--- config.mk ---
export PLATFORM = sky130hd
export DESIGN_NAME = reliable_transfer_receiver_unit
export DESIGN_NICKNAME = d
export VERILOG_FILES = /design/src/rtl/rtr_pkg.sv /design/src/rtl/rtr_ram.sv /design/src/rtl/reliable_transfer_receiver_unit.sv
export SDC_FILE = /design/constraint.sdc
export NUM_CORES = 2
export LEC_CHECK = 0
export CAP_MARGIN = 0
export CORE_ASPECT_RATIO = 0.75
export CORE_MARGIN = 2
export CORE_UTILIZATION = 60
export DETAILED_ROUTE_END_ITERATION = 8
export DONT_BUFFER_PORTS = 1
export PLACE_DENSITY = 0.78
export SYNTH_ARGS = -nofsm -noshare
export SYNTH_HDL_FRONTEND = slang
export SYNTH_SLANG_ARGS = --single-unit
--- constraint.sdc ---
create_clock -name clock -period 11.3 [get_ports clock]
set_input_delay 2.26 -clock clock [delete_from_list [all_inputs] [get_ports clock]]
set_output_delay 2.26 -clock clock [all_outputs]
set_load 0.02 [all_outputs]
--- src/rtl/rtr_pkg.sv ---
// Package of types and constants for the reliable transfer receiver.
`timescale 1ns / 1ps
package rtr_pkg;
   localparam int CONNECTIONS_DEFAULT = 8;
   localparam int WINDOW_DEFAULT      = 16;

   localparam logic [1:0] KIND_RELEASE = 2'd0;
   localparam logic [1:0] KIND_ACK     = 2'd1;
   localparam logic [1:0] KIND_REFUSED = 2'd2;

   localparam logic CMD_OPEN = 1'b0;
   localparam logic CMD_DATA = 1'b1;

   typedef struct packed {
      logic        cmd;
      logic [2:0]  connection;
      logic [31:0] seq_number;
      logic [31:0] total_packets;
      logic [15:0] payload_tag;
   } req_type;

   typedef struct packed {
      logic [1:0]  kind;
      logic [2:0]  slot_id;
      logic [31:0] ack_seq;
      logic [15:0] released_tag;
      logic        finished;
      logic        last;
   } rsp_type;

   typedef enum logic [3:0] {
      ST_IDLE,
      ST_SEARCH,
      ST_CLEAR,
      ST_OPEN_ACK,
      ST_DATA,
      ST_HOLD_RD,
      ST_HOLD_WAIT,
      ST_DRAIN_RD,
      ST_DRAIN_WAIT,
      ST_DRAIN_CHK,
      ST_FINAL
   } state_type;
endpackage

--- src/rtl/rtr_ram.sv ---
// Generic single-port RAM with registered read.
`timescale 1ns / 1ps
module rtr_ram #(
   parameter int WIDTH = 16,
   parameter int DEPTH = 128
) (
   input  logic                     clock,
   input  logic                     wr_en,
   input  logic [$clog2(DEPTH)-1:0] addr,
   input  logic [WIDTH-1:0]         wr_data,
   output logic [WIDTH-1:0]         rd_data
);
   logic [WIDTH-1:0] mem_ff [DEPTH];
   logic [WIDTH-1:0] rd_data_ff;

   // Write and registered read at one address.
   always_ff @(posedge clock) begin
      if (wr_en) begin
         mem_ff[addr] <= wr_data;
      end
      rd_data_ff <= mem_ff[addr];
   end

   assign rd_data = rd_data_ff;
endmodule

--- src/rtl/reliable_transfer_receiver_unit.sv ---
// Top level of the reliable transfer receiver.
`timescale 1ns / 1ps
// An open takes a slot found by a round-robin search of one slot a cycle, then
// a clearing pass over the slot's held marks, then two results. A data item
// drains each held payload through the registered read of the tag memory.
// Results come one a cycle at most, each for one cycle only; the receiver
// cannot stall them, so the user must take every strobe. busy stays high
// until the item's last result has gone.
module reliable_transfer_receiver_unit #(
   parameter int CONNECTIONS = rtr_pkg::CONNECTIONS_DEFAULT,
   parameter int WINDOW      = rtr_pkg::WINDOW_DEFAULT
) (
   input  logic             clock,
   input  logic             reset,
   input  logic             start,
   output logic             busy,
   input  rtr_pkg::req_type req_data,
   output logic             rsp_strobe,
   output rtr_pkg::rsp_type rsp_data
);
   localparam int SW    = (CONNECTIONS > 1) ? $clog2(CONNECTIONS) : 1;
   localparam int WW    = $clog2(WINDOW);
   localparam int DEPTH = CONNECTIONS * WINDOW;
   localparam int HW    = $clog2(DEPTH);

   rtr_pkg::state_type state_ff, state_in;
   rtr_pkg::req_type   req_ff, req_in;
   logic [CONNECTIONS-1:0] busy_ff, busy_in;
   logic [DEPTH-1:0]       valid_ff, valid_in;
   logic [SW-1:0]     ptr_ff, ptr_in, slot_ff, slot_in;
   logic [SW:0]       tries_ff, tries_in;
   logic [WW:0]       clr_ff, clr_in;
   logic [31:0]       cnt_ff, cnt_in, lastseq_ff, lastseq_in;
   logic [31:0]       delivered_ff [CONNECTIONS];
   logic [31:0]       total_ff [CONNECTIONS];
   logic              wr_cnt, wr_total;
   logic [31:0]       wr_cnt_val;
   logic              ram_we;
   logic [HW-1:0]     ram_addr;
   logic [15:0]       ram_rd;
   rtr_pkg::rsp_type  rsp_ff, rsp_in;
   logic              strobe_ff, strobe_in;
   logic [32:0]       seq_x, cnt_x;
   logic [WW-1:0]     seq_mod;
   logic [HW-1:0]     held_addr, drain_addr;
   logic [31:0]       next_c;

   rtr_ram #(.WIDTH(16), .DEPTH(DEPTH)) u_tag_ram (
      .clock  (clock),
      .wr_en  (ram_we),
      .addr   (ram_addr),
      .wr_data(req_ff.payload_tag),
      .rd_data(ram_rd)
   );

   // Control registers.
   always_ff @(posedge clock) begin
      if (reset) begin
         state_ff  <= rtr_pkg::ST_IDLE;
         busy_ff   <= '0;
         valid_ff  <= '0;
         ptr_ff    <= '0;
         strobe_ff <= 1'b0;
      end else begin
         state_ff  <= state_in;
         busy_ff   <= busy_in;
         valid_ff  <= valid_in;
         ptr_ff    <= ptr_in;
         strobe_ff <= strobe_in;
      end
   end

   // Working and per-slot registers.
   always_ff @(posedge clock) begin
      req_ff     <= req_in;
      slot_ff    <= slot_in;
      tries_ff   <= tries_in;
      clr_ff     <= clr_in;
      cnt_ff     <= cnt_in;
      lastseq_ff <= lastseq_in;
      rsp_ff     <= rsp_in;
      if (wr_cnt) begin
         delivered_ff[slot_ff] <= wr_cnt_val;
      end
      if (wr_total) begin
         total_ff[slot_ff] <= req_ff.total_packets;
      end
   end

   // Shared index arithmetic.
   assign seq_x      = {1'b0, req_ff.seq_number};
   assign cnt_x      = {1'b0, cnt_ff};
   assign next_c     = cnt_ff + 32'd1;
   assign seq_mod    = WW'(req_ff.seq_number % WINDOW);
   assign held_addr  = HW'(slot_ff * WINDOW + seq_mod);
   assign drain_addr = HW'(slot_ff * WINDOW + WW'(next_c % WINDOW));

   // Sequencer.
   always_comb begin
      state_in   = state_ff;
      req_in     = req_ff;
      busy_in    = busy_ff;
      valid_in   = valid_ff;
      ptr_in     = ptr_ff;
      slot_in    = slot_ff;
      tries_in   = tries_ff;
      clr_in     = clr_ff;
      cnt_in     = cnt_ff;
      lastseq_in = lastseq_ff;
      rsp_in     = rsp_ff;
      strobe_in  = 1'b0;
      wr_cnt     = 1'b0;
      wr_cnt_val = cnt_ff;
      wr_total   = 1'b0;
      ram_we     = 1'b0;
      ram_addr   = held_addr;
      case (state_ff)
         rtr_pkg::ST_IDLE: begin
            if (start && !busy) begin
               req_in   = req_data;
               slot_in  = ptr_ff;
               tries_in = '0;
               if (req_data.cmd == rtr_pkg::CMD_OPEN) begin
                  state_in = rtr_pkg::ST_SEARCH;
               end else if (32'(req_data.connection) < CONNECTIONS) begin
                  slot_in  = SW'(req_data.connection);
                  state_in = rtr_pkg::ST_DATA;
               end
            end
         end
         rtr_pkg::ST_SEARCH: begin
            if (tries_ff == (SW+1)'(CONNECTIONS)) begin
               rsp_in    = '{kind: rtr_pkg::KIND_REFUSED, last: 1'b1, default: '0};
               strobe_in = 1'b1;
               state_in  = rtr_pkg::ST_IDLE;
            end else if (!busy_ff[slot_ff]) begin
               ptr_in   = slot_ff;
               clr_in   = '0;
               state_in = rtr_pkg::ST_CLEAR;
            end else begin
               tries_in = tries_ff + 1'b1;
               slot_in  = (32'(slot_ff) == CONNECTIONS - 1) ? '0 : slot_ff + 1'b1;
            end
         end
         rtr_pkg::ST_CLEAR: begin
            if (clr_ff == (WW+1)'(WINDOW)) begin
               wr_cnt     = 1'b1;
               wr_cnt_val = '0;
               wr_total   = 1'b1;
               rsp_in     = '{kind: rtr_pkg::KIND_RELEASE, slot_id: 3'(slot_ff),
                              ack_seq: '0, released_tag: req_ff.payload_tag,
                              finished: 1'b0, last: 1'b0};
               strobe_in  = 1'b1;
               state_in   = rtr_pkg::ST_OPEN_ACK;
            end else begin
               valid_in[32'(slot_ff) * WINDOW + 32'(clr_ff[WW-1:0])] = 1'b0;
               clr_in = clr_ff + 1'b1;
            end
         end
         rtr_pkg::ST_OPEN_ACK: begin
            busy_in[slot_ff] = (req_ff.total_packets > 32'd1);
            rsp_in    = '{kind: rtr_pkg::KIND_ACK, slot_id: 3'(slot_ff), ack_seq: '0,
                          released_tag: '0, finished: (req_ff.total_packets <= 32'd1),
                          last: 1'b1};
            strobe_in = 1'b1;
            state_in  = rtr_pkg::ST_IDLE;
         end
         rtr_pkg::ST_DATA: begin
            if (!busy_ff[slot_ff]) begin
               state_in = rtr_pkg::ST_IDLE;
            end else begin
               cnt_in     = delivered_ff[slot_ff];
               lastseq_in = total_ff[slot_ff] - 32'd1;
               state_in   = rtr_pkg::ST_HOLD_RD;
            end
         end
         rtr_pkg::ST_HOLD_RD: begin
            // Classify the sequence against the delivered count.
            state_in = rtr_pkg::ST_FINAL;
            if (seq_x == cnt_x + 33'd1 && req_ff.seq_number <= lastseq_ff) begin
               rsp_in    = '{kind: rtr_pkg::KIND_RELEASE, slot_id: 3'(slot_ff),
                             ack_seq: req_ff.seq_number,
                             released_tag: req_ff.payload_tag,
                             finished: 1'b0, last: 1'b0};
               strobe_in = 1'b1;
               cnt_in    = req_ff.seq_number;
               state_in  = rtr_pkg::ST_DRAIN_CHK;
            end else if (seq_x > cnt_x + 33'd1 && seq_x <= cnt_x + 33'(WINDOW)
                         && req_ff.seq_number <= lastseq_ff) begin
               if (!valid_ff[held_addr]) begin
                  valid_in[held_addr] = 1'b1;
                  ram_we = 1'b1;
               end
            end
         end
         rtr_pkg::ST_DRAIN_CHK: begin
            ram_addr = drain_addr;
            if (cnt_ff < lastseq_ff && valid_ff[drain_addr]) begin
               valid_in[drain_addr] = 1'b0;
               state_in = rtr_pkg::ST_DRAIN_WAIT;
            end else begin
               state_in = rtr_pkg::ST_FINAL;
            end
         end
         rtr_pkg::ST_DRAIN_WAIT: begin
            ram_addr  = drain_addr;
            rsp_in    = '{kind: rtr_pkg::KIND_RELEASE, slot_id: 3'(slot_ff),
                          ack_seq: next_c, released_tag: ram_rd,
                          finished: 1'b0, last: 1'b0};
            strobe_in = 1'b1;
            cnt_in    = next_c;
            state_in  = rtr_pkg::ST_DRAIN_CHK;
         end
         rtr_pkg::ST_FINAL: begin
            wr_cnt     = 1'b1;
            wr_cnt_val = cnt_ff;
            if (cnt_ff == lastseq_ff) begin
               busy_in[slot_ff] = 1'b0;
            end
            rsp_in    = '{kind: rtr_pkg::KIND_ACK, slot_id: 3'(slot_ff), ack_seq: cnt_ff,
                          released_tag: '0, finished: (cnt_ff == lastseq_ff),
                          last: 1'b1};
            strobe_in = 1'b1;
            state_in  = rtr_pkg::ST_IDLE;
         end
         default: begin
            state_in = rtr_pkg::ST_IDLE;
         end
      endcase
   end

   assign busy       = (state_ff != rtr_pkg::ST_IDLE) || strobe_ff;
   assign rsp_strobe = strobe_ff;
   assign rsp_data   = rsp_ff;
endmodule

==> flow_summary.html <==
<table>
<tr><th>Metric</th><th>Value</th></tr>
<tr><th colspan="2">Placed design</th></tr>
<tr><td>Quantity of I/O buffers inserted on ports</td><td>0</td></tr>
<tr><td>Hpwl dp</td><td>210000 µm</td></tr>
<tr><td>Post-placement cell area</td><td>0.119 mm²</td></tr>
<tr><td>Routability congestion estimate</td><td>1.01</td></tr>
<tr><td>Placed Cells</td><td>9357</td></tr>
<tr><th colspan="2">Cells and area</th></tr>
<tr><td>Area of all sequential standard cells</td><td>0.0865 mm²</td></tr>
<tr><td>Area of all placed cells without fillers</td><td>0.128 mm²</td></tr>
<tr><td>Most frequent cells in the layout</td><td>sky130_fd_sc_hd__edfxtp_1, sky130_fd_sc_hd__a22oi_1, sky130_fd_sc_hd__nor2_1</td></tr>
<tr><td>Net count, final</td><td>7331</td></tr>
<tr><td>Non-Filler Instances</td><td>9848</td></tr>
<tr><td>Fraction of layout cells with a size suffix above 1</td><td>12.4%</td></tr>
<tr><td>Commonest non-fill, non-tap cell in the layout</td><td>sky130_fd_sc_hd__edfxtp_1</td></tr>
<tr><td>Footprint of the multi-input gates</td><td>0.0271 mm²</td></tr>
<tr><td>Layout area overhead</td><td>10.9%</td></tr>
<tr><td>FILL cells</td><td>12284</td></tr>
<tr><th colspan="2">STA</th></tr>
<tr><td>RSZ-0062 raised after global routing</td><td>no</td></tr>
<tr><td>Total Negative Setup Slacks</td><td>0 ns</td></tr>
<tr><td>Slew at the pin closest to its max-slew limit</td><td>1.54 ns</td></tr>
<tr><td>Final worst hold slack</td><td>0.496 ns</td></tr>
<tr><td>Post-layout min period</td><td>7.44 ns</td></tr>
<tr><td>Max Slew Vio Count</td><td>9</td></tr>
<tr><td>Final setup viols</td><td>0</td></tr>
<tr><td>Maximum clock rate</td><td>134 MHz</td></tr>
<tr><td>Hold Vio Cnt, Final</td><td>0</td></tr>
<tr><td>Post-route clock period utilization</td><td>65.9%</td></tr>
<tr><td>Clock skew</td><td>0.0798 ns</td></tr>
<tr><td>Worst max-slew margin expressed relative to the limit</td><td>-3.63%</td></tr>
<tr><th colspan="2">Clocking</th></tr>
<tr><td>Clock insertion delay at the later pin of the skew report</td><td>0.94 ns</td></tr>
<tr><td>Post-cts resize count</td><td>0</td></tr>
<tr><td>Number of buffers inserted during clock tree synthesis</td><td>285</td></tr>
<tr><td>Post-CTS Hold Fix Bufs</td><td>0</td></tr>
<tr><td>Clock tree from TritonCTS</td><td>done</td></tr>
<tr><td>Number of buffers inserted by post-CTS setup repair</td><td>0</td></tr>
<tr><td>Clock transition at path regs</td><td>0.07 ns</td></tr>
<tr><td>Root Driver</td><td>sky130_fd_sc_hd__clkbuf_16</td></tr>
<tr><td>TritonCTS sink count</td><td>2934</td></tr>
<tr><td>Maximum count of clock buffers along a single path</td><td>4</td></tr>
<tr><td>CTS HTree Levels</td><td>5</td></tr>
<tr><th colspan="2">Setup path</th></tr>
<tr><td>Worst path required time</td><td>11.93 ns</td></tr>
<tr><td>Critical-path cell with the highest stage delay</td><td>sky130_fd_sc_hd__nand3_1</td></tr>
<tr><td>Startpoint type of the worst setup path</td><td>flop</td></tr>
<tr><td>Crit. End Element</td><td>flop</td></tr>
<tr><td>Maximum fanout count along the critical path</td><td>15</td></tr>
<tr><td>Setup slack, reg-to-reg</td><td>3.86 ns</td></tr>
<tr><td>Arrival time reported for the critical path endpoint</td><td>8.08 ns</td></tr>
<tr><td>Cell family with most CP delay</td><td>simple AND/OR/NAND/NOR gates</td></tr>
<tr><td>Crit path buf inv count</td><td>2</td></tr>
<tr><td>Cells traversed along the worst timing path</td><td>ha_1 &gt; nand4_1 &gt; nor3_1 &gt; and3_1 &gt; and2_1 &gt; nand2_1 &gt; nor2_1 &gt; xnor2_1 &gt; ha_1 &gt; nand4_1 &gt; nor4_1 &gt; o41ai_1 &gt; a2111o_1 &gt; nor3_1 &gt; buf_4 &gt; nand3_1 &gt; nor2_1 &gt; buf_4</td></tr>
<tr><td>Count of cell instances traversed by the critical path</td><td>18</td></tr>
<tr><td>Delay of the slowest cell on the worst path</td><td>0.99 ns</td></tr>
<tr><td>Start-to-end type of the worst setup path</td><td>reg2reg</td></tr>
<tr><td>R2R cell count</td><td>18</td></tr>
<tr><th colspan="2">Global route</th></tr>
<tr><td>Total grt overflow</td><td>0</td></tr>
<tr><td>Total global-route track usage</td><td>35.2%</td></tr>
<tr><td>Maximum number of pins on one net before global-route repair</td><td>121</td></tr>
<tr><td>First-pass GRT wire length</td><td>497000 µm</td></tr>
<tr><td>Initial antenna violation count</td><td>22</td></tr>
<tr><td>Via count of the first global-routing pass</td><td>68188</td></tr>
<tr><th colspan="2">Synthesis</th></tr>
<tr><td>Largest area contributor in the netlist</td><td>sky130_fd_sc_hd__edfxtp_1</td></tr>
<tr><td>Share of the yosys chip area belonging to registers</td><td>74.9%</td></tr>
<tr><td>Area share of the largest cell type after synthesis</td><td>72.0%</td></tr>
<tr><td>Area of the mapped netlist</td><td>0.116 mm²</td></tr>
<tr><td>Most used flip-flop cell after synthesis</td><td>sky130_fd_sc_hd__edfxtp_1</td></tr>
<tr><td>Synth area leaders</td><td>sky130_fd_sc_hd__edfxtp_1, sky130_fd_sc_hd__a22oi_1, sky130_fd_sc_hd__mux4_2</td></tr>
<tr><td>#FFs+latches synth</td><td>2934</td></tr>
<tr><td>Number of synthesized flops with an enable pin</td><td>2771</td></tr>
<tr><td>Synth unique cells</td><td>83</td></tr>
<tr><td>Yosys warnings</td><td>0</td></tr>
<tr><td>Net count after synthesis</td><td>7204</td></tr>
<tr><td>Mean Syn Cell Area</td><td>16.5 µm²</td></tr>
<tr><td>Fraction of synthesis flops using an asynchronous set or reset pin</td><td>0%</td></tr>
<tr><td>Cell count after synthesis</td><td>6980</td></tr>
<tr><th colspan="2">Drt</th></tr>
<tr><td>Overall via count from detail_route</td><td>72760</td></tr>
<tr><td>Detailed-router iteration count before antenna repair</td><td>9</td></tr>
<tr><td>Post-detailed-routing wire length</td><td>351000 µm</td></tr>
<tr><td>Per-cell routed wire length</td><td>35.7 µm</td></tr>
<tr><td>Number of design rule violations left after detail routing</td><td>0</td></tr>
<tr><td>DR vias/cell</td><td>7.39</td></tr>
<tr><td>Post-DRT Antenna Nets</td><td>0</td></tr>
<tr><td>Drt first-iter violations</td><td>14459</td></tr>
<tr><th colspan="2">Pwr</th></tr>
<tr><td>Pwr per Cell Area</td><td>243 mW/mm²</td></tr>
<tr><td>Worst VDD drop</td><td>205 µV</td></tr>
<tr><td>LEAKAGE</td><td>0.0403 µW</td></tr>
<tr><th colspan="2">Die</th></tr>
<tr><td>Top Ports</td><td>144</td></tr>
<tr><td>Height of the die</td><td>384 µm</td></tr>
<tr><td>Standard-cell rows</td><td>139</td></tr>
<tr><td>Standard cell core area</td><td>0.191 mm²</td></tr>
<tr><td>Die footprint</td><td>0.196 mm²</td></tr>
<tr><td>Die X</td><td>511 µm</td></tr>
<tr><td>Initial core utilization</td><td>60.4%</td></tr>
<tr><th colspan="2">Outcome</th></tr>
<tr><td>Result of the run</td><td>finished, violations left</td></tr>
<tr><td>Violations in the final reports</td><td>max-capacitance violations, max-slew violations</td></tr>
<tr><th colspan="2">Worst hold path</th></tr>
<tr><td>Classification of the worst-slack hold path</td><td>reg2reg</td></tr>
<tr><td>Cell depth of the worst hold path</td><td>2</td></tr>
<tr><th colspan="2">Run</th></tr>
<tr><td>Max-cap check violation count</td><td>2</td></tr>
</table>
==> sequential cells by signal (all words and copies together) (netlist names), named ones only <==
register / count
rsp_strobe: 1
total_ff: 256
rsp_data: 55
req_ff: 80
clr_ff: 5
cnt_ff: 32
lastseq_ff: 32
slot_ff: 3
busy_ff: 8
u_tag_ram.mem_ff: 2048
valid_ff: 128
u_tag_ram.rd_data: 16
delivered_ff: 256
state_ff: 4
tries_ff: 4
ptr_ff: 3
==> layout make-up <==
class	count	share of cell area, %
Antenna cell	11	0.0215
Clock buffer	355	5.87
Clock inverter	124	0.863
Inverter	70	0.208
Multi-Input combinational cell	3521	21.2
Sequential cell	2934	67.5
Tap cell	2538	2.48
Timing Repair Buffer	295	1.86
==> worst paths after layout <==
path                start                        end
max             cnt_ff[4]  u_tag_ram.mem_ff[124][11]
min          valid_ff[23]               valid_ff[23]
min reg2reg  valid_ff[23]               valid_ff[23]
max reg2reg     cnt_ff[4]  u_tag_ram.mem_ff[124][11]
==> through the flow <==
step                      power [µW]  util (%)  worst slack (ns)
after floorplan                18300         -              4.86
after global placement         21600      62.4              4.19
after detailed placement       21800      62.4              4.13
after CTS                      30700      66.9              4.14
after global routing           31800      66.9              3.61
final                          31100      67.0              3.86
==> synth_stat cells (145+ instances only) <==
cell type and instances:
sky130_fd_sc_hd__a21oi_1 181, sky130_fd_sc_hd__a221oi_1 221, sky130_fd_sc_hd__a22o_1 174, sky130_fd_sc_hd__a22oi_1 694, sky130_fd_sc_hd__buf_2 172, sky130_fd_sc_hd__clkbuf_1 189, sky130_fd_sc_hd__dfxtp_1 163, sky130_fd_sc_hd__edfxtp_1 2771
sky130_fd_sc_hd__mux2i_1 146, sky130_fd_sc_hd__mux4_2 145, sky130_fd_sc_hd__nand2_1 242, sky130_fd_sc_hd__nand4_1 200, sky130_fd_sc_hd__nor2_1 316, sky130_fd_sc_hd__o21ai_0 149
==> worst min-delay path, delay by kind of cell (launching register included) <==
kind | cells | cell delay, ns
flip-flops | 1 | 0.32
AO/OA/AOI/OAI | 2 | 0.13
==> metal layers <==
metal | GRT usage, % | routed length (µm) | share of wire (%)
met4 | 10.9 | 12100 | 3.5
met2 | 48.3 | 146000 | 42
met1 | 52.7 | 133000 | 38
met5 | 0 | 161 | 0.046
met3 | 12.9 | 59800 | 17
==> cells by family (layout without fill, tap and decap cells) <==
group                    Yosys count  count (layout)  synth area share (%)
flip-flops                      2934            2934                  74.9
AO/OA/AOI/OAI                   1868            1868                  12.0
AND/OR/NAND/NOR                 1111            1111                  4.74
buffers and inverters            525             844                  1.92
multiplexers                     306             306                  4.24
adder cells (fa/ha/maj)          137             137                  1.48
XOR/XNOR                          99              99                 0.773
other                              0              11                     0
==> power by group <==
part	total, µW	internal, µW	switching (µW)
clock network	9090	5140	3950
logic	8110	2210	5900
registers	13900	13200	727
total	31100	20500	10600
Power figures use the tool's default switching activity.
